<file path="src/rtl/qlz_pkg.sv">
`default_nettype none
package qlz_pkg;

  localparam int WINDOW_SIZE = 2048;
  localparam int MAX_STRING  = 512;
  localparam int OUT_LANES   = 8;
  localparam int PTR_W       = $clog2(WINDOW_SIZE);

  // Token parser phases
  typedef enum logic [2:0] {
    PH_TOKEN   = 3'd0,
    PH_LITERAL = 3'd1,
    PH_OFFSEL  = 3'd2,
    PH_OFFSET  = 3'd3,
    PH_LEN2    = 3'd4,
    PH_LEN4    = 3'd5
  } phase_t;

  // Step sequencer states
  typedef enum logic [2:0] {
    S_IDLE,
    S_BIT,
    S_RD,
    S_WR,
    S_DONE
  } state_t;

  typedef struct packed {
    logic load;  // capture input beat
    logic take;  // consume one bit
    logic rd;    // read ring for copy
    logic wr;    // write copied byte
    logic fin;   // emit last result
  } cmd_t;

  typedef struct packed {
    logic bit_avail;  // bits left and segment not stopped
    logic str_go;     // current bit completes a string
    logic slot_free;  // output register can take a beat
    logic copy_last;  // one copy byte left
  } status_t;

endpackage
`default_nettype wire

</file>
<file path="src/rtl/qlz_ctrl.sv">
`default_nettype none
module qlz_ctrl (
  input  wire logic            clk,
  input  wire logic            rst,
  input  wire logic            in_valid,
  output logic                 in_stall,
  input  wire qlz_pkg::status_t st,
  output qlz_pkg::cmd_t        cmd
);
  import qlz_pkg::*;

  state_t state, state_next;

  // Advance state
  always_ff @(posedge clk) begin
    if (rst) begin
      state <= S_IDLE;
    end else begin
      state <= state_next;
    end
  end

  // Next state
  always_comb begin
    state_next = state;
    unique case (state)
      S_IDLE: if (in_valid) state_next = S_BIT;
      S_BIT: begin
        if (!st.bit_avail) begin
          state_next = S_DONE;
        end else if (st.slot_free && st.str_go) begin
          state_next = S_RD;
        end
      end
      S_RD: state_next = S_WR;
      S_WR: begin
        if (st.slot_free) begin
          state_next = st.copy_last ? S_BIT : S_RD;
        end
      end
      S_DONE: if (st.slot_free) state_next = S_IDLE;
      default: state_next = S_IDLE;
    endcase
  end

  // Commands
  always_comb begin
    cmd      = '0;
    in_stall = 1'b1;
    unique case (state)
      S_IDLE: begin
        in_stall = 1'b0;
        cmd.load = in_valid;
      end
      S_BIT:  cmd.take = st.bit_avail && st.slot_free;
      S_RD:   cmd.rd   = 1'b1;
      S_WR:   cmd.wr   = st.slot_free;
      S_DONE: cmd.fin  = st.slot_free;
      default: ;
    endcase
  end

  a_rd_then_wr: assert property (@(posedge clk) disable iff (rst)
    state == S_RD |=> state == S_WR) else $error("copy read not followed by write");
  a_fin_idle: assert property (@(posedge clk) disable iff (rst)
    cmd.fin |=> state == S_IDLE) else $error("final beat did not end the step");
  a_one_cmd: assert property (@(posedge clk) disable iff (rst)
    $onehot0(cmd)) else $error("more than one command at once");

endmodule
`default_nettype wire

</file>
<file path="config.mk">
export PLATFORM = sky130hd
export DESIGN_NAME = qlz_ctrl
export DESIGN_NICKNAME = d
export VERILOG_FILES = /design/src/rtl/qlz_pkg.sv /design/src/rtl/qlz_ctrl.sv
export SDC_FILE = /design/constraint.sdc
export NUM_CORES = 1
export LEC_CHECK = 0
export BUFFER_PORTS_ARGS = -buffer_cell sky130_fd_sc_hd__buf_2
export CAP_MARGIN = 25
export CORE_AREA = 2 2 39 41
export CTS_CLUSTER_DIAMETER = 150
export DETAILED_ROUTE_END_ITERATION = 8
export DIE_AREA = 0 0 41 43
export SLEW_MARGIN = 0
export SYNTH_ARGS = -nofsm -noshare
export SYNTH_HDL_FRONTEND = slang
export SYNTH_SLANG_ARGS = --single-unit
</file>
<file path="constraint.sdc">
create_clock -name clk -period 3.3 [get_ports clk]
set_input_delay 0.495 -clock clk [delete_from_list [all_inputs] [get_ports clk]]
set_output_delay 0.495 -clock clk [all_outputs]
set_load 0.1 [all_outputs]
</file>
==> results.toml, run 1 <==
[pwr]
p_seq_frac = 0.209
p_int_mw = 0.1441
swShare = 0.5955
powerDensity_nw_per_um2 = 955.7
vdd.ir_drop.worst_uv = 312.4
p_leak_nw = 0.1862
p_switching_mw = 0.2122
pwr-share-clk = 0.188
pwr-share-comb = 0.603
power_mw = 0.3563

[place]
gp_congestion = 0.7514
detailed_place_hpwl_um = 467.5
post_dp_cell_area_sq_um = 346.6
place_ws_ns = 1.372
placedCellCount = 60
numPortBuffers = 12

[sta]
grt_setup_unrepaired = "no"
worst_slack_ns = 1.114
finalHoldViolCount = 0
finClkSkew_ns = 0.004658
report.final.setup_viol = 0
min_period_over_period = 0.6624
relSlewSlack = 0.6772
holdWs_ns = 0.4956
max_freq_mhz = 457.4
worstMarginPinSlew_ns = 0.4875
slew_viol_final = 0
setup_tns_ns = 0
period_needed_ns = 2.186

[die]
die_h_um = 43
rows = 14
dieWidth_um = 41
core_sq_um = 1384
die_area_sq_um = 1763
floorplan.initialDensity = 0.1908
io-pin-count = 13

[logic_synthesis]
synth_area_sq_um = 264.0
syn_inst = 34
yosysUniqueCellTypes = 23
avgSynthCellArea_sq_um = 7.765
synth_nets = 41
yosysWarnings = 0
synth_seq_cells = 3
synth_seq_area_share = 0.2275

[clocking]
numCtsBuffers = 3
cts-hold-fix-buffers = 0
root_buffer = "clkbuf_4"
worstSkewPairLatency_ns = 0.24
post_cts_resized = 0
htree_num_levels = 1
cts_setup_buffers = 0
cts.clk_slew.worst_paths_ns = 0.04
clockBufferDepth = 2
cts_sinks = 3
cts_tree = "done"

[detailed_routing]
top_layer_used = "met4"
routedWlPerCell_um = 9.719
routed-wl-met3_um = 45
ant_nets = 0
drt_iter0_markers = 0
met1_length_um = 304
drt_first_pass_iters = 1
viasPerCell = 4.578
drc = 0
vias = 293
wl_met2_um = 258
totalWireLength_um = 622

[cells_and_area]
drive_gt1_frac = 0.4583
diodes = 0
final_cell_area_sq_um = 372.9
areaGrowthSynthToFinish_pct = 41.23
design.final.nets = 56
layout.cells.non_filler = 64
regMostFlops = "state"
utilization = 0.2694
largest_reg_flops = 3
reg.largest.list = "state x3"

[worst_setup_path]
worstSetupEndpointType = "output pin"
regToRegSetupSlack_ns = 1.90
r2r-end = "state[0]"
worstPathRequired_ns = 2.80
start_kind = "flop"
reg2reg_from = "state[0]"
critPathArrivalTime_ns = 1.69
path_max_fanout = 11
reg2reg_depth = 4
crit_type = "flop to output pin"

[min_path]
hold_path_end = "state[2]"
worstHoldStart = "rst"
min_path_cells = 2
hold_class = "input pin to flop"

[grt]
grt_use_total = 0.09127
grt_antenna_before_repair = 0
overflow = 0
grt_max_degree = 14
grt_pass1_vias = 253
grt_pass1_wl_um = 1062

[outcome]
status = "complete, no violations"

[flow_run]
cap_violations = 0
-- cell type report --
type	count	area [sq um]
sequential	3	60.06
inverter	3	11.26
timing repair buffer	12	60.06
fill	158	1011
tap	16	20.02
multi-input combinational	26	195.2
clock buffer	4	26.28
-- routing by layer --
metal / up-vias / global-route usage
met4: 0 / 0.06000
met5: - / 0
met3: 2 / 0.04712
met2: 11 / 0.1219
met1: 129 / 0.1090
li1: 151 / -
-- power by group through the flow --
stage               logic [mW]  clock network (mW)  registers [mW]
floorplan                0.210                   0          0.0535
global placement         0.214                   0          0.0745
detailed placement       0.216                   0          0.0751
CTS                      0.216              0.0697          0.0746
global route             0.229              0.0729          0.0785
finish                   0.215              0.0670          0.0745
-- placed cells by master (no fill, tap or decap) --
cell type and n:
or3_1 1, nor4bb_2 1, clkbuf_4 3, and3_1 1, o21ba_2 1, inv_1 3
mux2i_1 1, a211o_1 1, and4b_1 1, buf_2 12, nor3b_2 2, dfxtp_1 3
nand2b_1 1, a21oi_1 3, nand3_1 1, nand2_1 3, a31oi_1 1, nor2b_2 1
o22ai_2 1, nor2_1 3, o41ai_2 1, nor3_1 2, clkbuf_1 1
-- logic make-up after synthesis --
family	Yosys count	share of synthesized area
simple gates	17	0.3981
buf+inv	5	0.07579
compound gates	8	0.2607
mux	1	0.03792
flops	3	0.2275
-- critical path: stages (launching register included) --
cell and delay [ns]:
dfxtp_1 0.53, nor2b_2 0.30, and4b_1 0.20, buf_2 0.42
-- how the worst max path moves through the flow --
stage	start	to	slack, ns
2_1_floorplan	state[1]	cmd[4]	0.10
3_3_place_gp	state[0]	cmd[3]	1.40
3_5_place_dp	state[0]	cmd[3]	1.37
4_1_cts	state[0]	cmd[3]	1.11
5_1_grt	state[0]	cmd[3]	0.98
6_report	state[0]	cmd[3]	1.11
-- cells in the mapped netlist --
| cell | n | area [sq um] |
|---|---|---|
| or3_1 | 1 | 6.260 |
| inv_1 | 3 | 11.26 |
| nand2_1 | 3 | 11.26 |
| nor2b_2 | 1 | 8.760 |
| clkbuf_1 | 1 | 3.750 |
| nor3_1 | 2 | 10.01 |
| o21ba_2 | 1 | 10.01 |
| buf_2 | 1 | 5.000 |
| nor2_1 | 3 | 11.26 |
| a31oi_1 | 1 | 6.260 |
| a211o_1 | 1 | 8.760 |
| and3_1 | 1 | 6.260 |
| and4b_1 | 1 | 10.01 |
| dfxtp_1 | 3 | 60.06 |
| mux2i_1 | 1 | 10.01 |
| o41ai_2 | 1 | 16.27 |
| nor3b_1 | 1 | 7.510 |
| nor4bb_1 | 1 | 10.01 |
| nand2b_1 | 1 | 6.260 |
| o22ai_2 | 1 | 12.51 |
| nand3_1 | 1 | 5.000 |
| a21oi_1 | 3 | 15.01 |
| nor3b_2 | 1 | 12.51 |
Note: power is estimated with default switching activity, not from simulation.
==> run 2: changes to the inputs <==
==> constraint.sdc (replaced) <==
create_clock -name clk -period 2.2 [get_ports clk]
set_input_delay 0.33 -clock clk [delete_from_list [all_inputs] [get_ports clk]]
set_output_delay 0.33 -clock clk [all_outputs]
set_load 0.1 [all_outputs]
==> run 2 against run 1 <==
Effect of this change:
- flip-flop and latch count is the same
- clock power grew 41%
- die area stayed put
- non-clock buffer count rose by 1
- clock skew is 0.0045 ns lower
- final cell count is 1.6% higher
- power up 55%
- highest routed layer is now met3
- design area up 6.7%
- count of clock-buffer cells in the layout did not move
- via count is the same
- critical path depth did not move
- critical endpoint is now cmd[4]
- combinational power increased by 63%
==> results.toml, run 2 (synthesis results as in run 1) <==
[outcome]
status = "complete, no violations"

[sta]
relSlewSlack = 0.6789
finalHoldViolCount = 0
worstMarginPinSlew_ns = 0.4850
holdWs_ns = 0.3306
period_needed_ns = 2.078
max_freq_mhz = 481.1
report.final.setup_viol = 0
finClkSkew_ns = 0.0001544
grt_setup_unrepaired = "no"
slew_viol_final = 0
min_period_over_period = 0.9448

[worst_setup_path]
worstPathRequired_ns = 1.87
r2r-end = "state[0]"
reg2reg_from = "state[0]"
start_kind = "flop"
worstSetupEndpointType = "output pin"
reg2reg_depth = 4
regToRegSetupSlack_ns = 0.77
crit_type = "flop to output pin"
critPathArrivalTime_ns = 1.75
path_max_fanout = 11

[min_path]
hold_path_end = "state[2]"
hold_class = "input pin to flop"
min_path_cells = 2
worstHoldStart = "rst"

[clocking]
cts-hold-fix-buffers = 0
numCtsBuffers = 3
clockBufferDepth = 2
root_buffer = "clkbuf_4"
cts_tree = "done"
cts_setup_buffers = 0
cts.clk_slew.worst_paths_ns = 0.04
worstSkewPairLatency_ns = 0.23
cts_sinks = 3
post_cts_resized = 0
htree_num_levels = 1

[pwr]
powerDensity_nw_per_um2 = 1392
pwr-share-comb = 0.633
vdd.ir_drop.worst_uv = 524.8
pwr-share-clk = 0.171
p_leak_nw = 0.1939
swShare = 0.5855
power_mw = 0.5538
p_seq_frac = 0.196
p_switching_mw = 0.3242
p_int_mw = 0.2295

[cells_and_area]
diodes = 0
regMostFlops = "state"
largest_reg_flops = 3
reg.largest.list = "state x3"
drive_gt1_frac = 0.5102
final_common_cell = "buf_2"
layout.cells.non_filler = 65
design.final.nets = 57
final_cell_area_sq_um = 397.9
areaGrowthSynthToFinish_pct = 50.71
utilization = 0.2875

[grt]
grt_use_met1 = 0.1065
grt_use_total = 0.08241
met2_usage = 0.1063
grt.busiest_layer = "met1"
grt_pass1_vias = 260
overflow = 0
use_met3 = 0.03141
grt_max_degree = 13
grt_antenna_before_repair = 0
grt_pass1_wl_um = 979

[place]
placedCellCount = 61
post_dp_cell_area_sq_um = 371.6
numPortBuffers = 12
detailed_place_hpwl_um = 497.7
gp_congestion = 0.6806

[detailed_routing]
drc = 0
drt_iter0_markers = 0
routedWlPerCell_um = 9.815
viasPerCell = 4.508
vias = 293
drt_first_pass_iters = 1
ant_nets = 0
totalWireLength_um = 638

[die]
floorplan.initialDensity = 0.1908
dieWidth_um = 41
die_h_um = 43
core_sq_um = 1384
die_area_sq_um = 1763
rows = 14
io-pin-count = 13

[flow_run]
cap_violations = 0
## run 2: power groups by stage
stage / Sequential, mW / Combinational [mW] / Clock, mW
2_1_floorplan: 0.0805 / 0.336 / 0
3_3_place_gp: 0.106 / 0.352 / 0
3_5_place_dp: 0.110 / 0.353 / 0
4_1_cts: 0.109 / 0.353 / 0.101
5_1_grt: 0.113 / 0.372 / 0.107
6_report: 0.109 / 0.351 / 0.0945
## run 2: worst max-delay path by stage
| stage | from | endpoint | slack [ns] | depth (start not counted) |
|---|---|---|---|---|
| global placement | state[0] | cmd[4] | 0.39 | 3 |
| finish | state[0] | cmd[4] | 0.12 | 3 |
| detailed placement | state[0] | cmd[4] | 0.36 | 3 |
| CTS | state[0] | cmd[4] | 0.11 | 3 |
| global route | state[0] | cmd[4] | 0.05 | 3 |
| floorplan | state[1] | cmd[2] | -0.06 | 2 |
## run 2: final cells by class
cell class | count | area (sq um)
inverters | 3 | 11.26
fillers | 152 | 985.9
repair buffers | 13 | 67.56
flip-flops and latches | 3 | 60.06
well taps | 16 | 20.02
multi-input cells | 26 | 212.7
clock buffers | 4 | 26.28
## run 2: per-layer routing
| metal | wire length (um) | part of all wire |
|---|---|---|
| met1 | 320 | 0.50 |
| met2 | 296 | 0.46 |
| met3 | 21 | 0.033 |
| met4 | 0 | 0 |
| met5 | 0 | 0 |
## run 2: worst max-delay path, stage by stage, from the launching register on
cell	delay [ns]
dfxtp_1	0.43
or3_2	0.56
nor2_4	0.11
buf_2	0.42
## run 2: through the flow
step	setup slack [ns]	setup TNS, ns
2_1_floorplan	-0.06356	-0.07038
3_3_place_gp	0.3898	0
3_5_place_dp	0.3564	0
4_1_cts	0.1071	0
5_1_grt	0.04930	0
6_report	0.1215	0
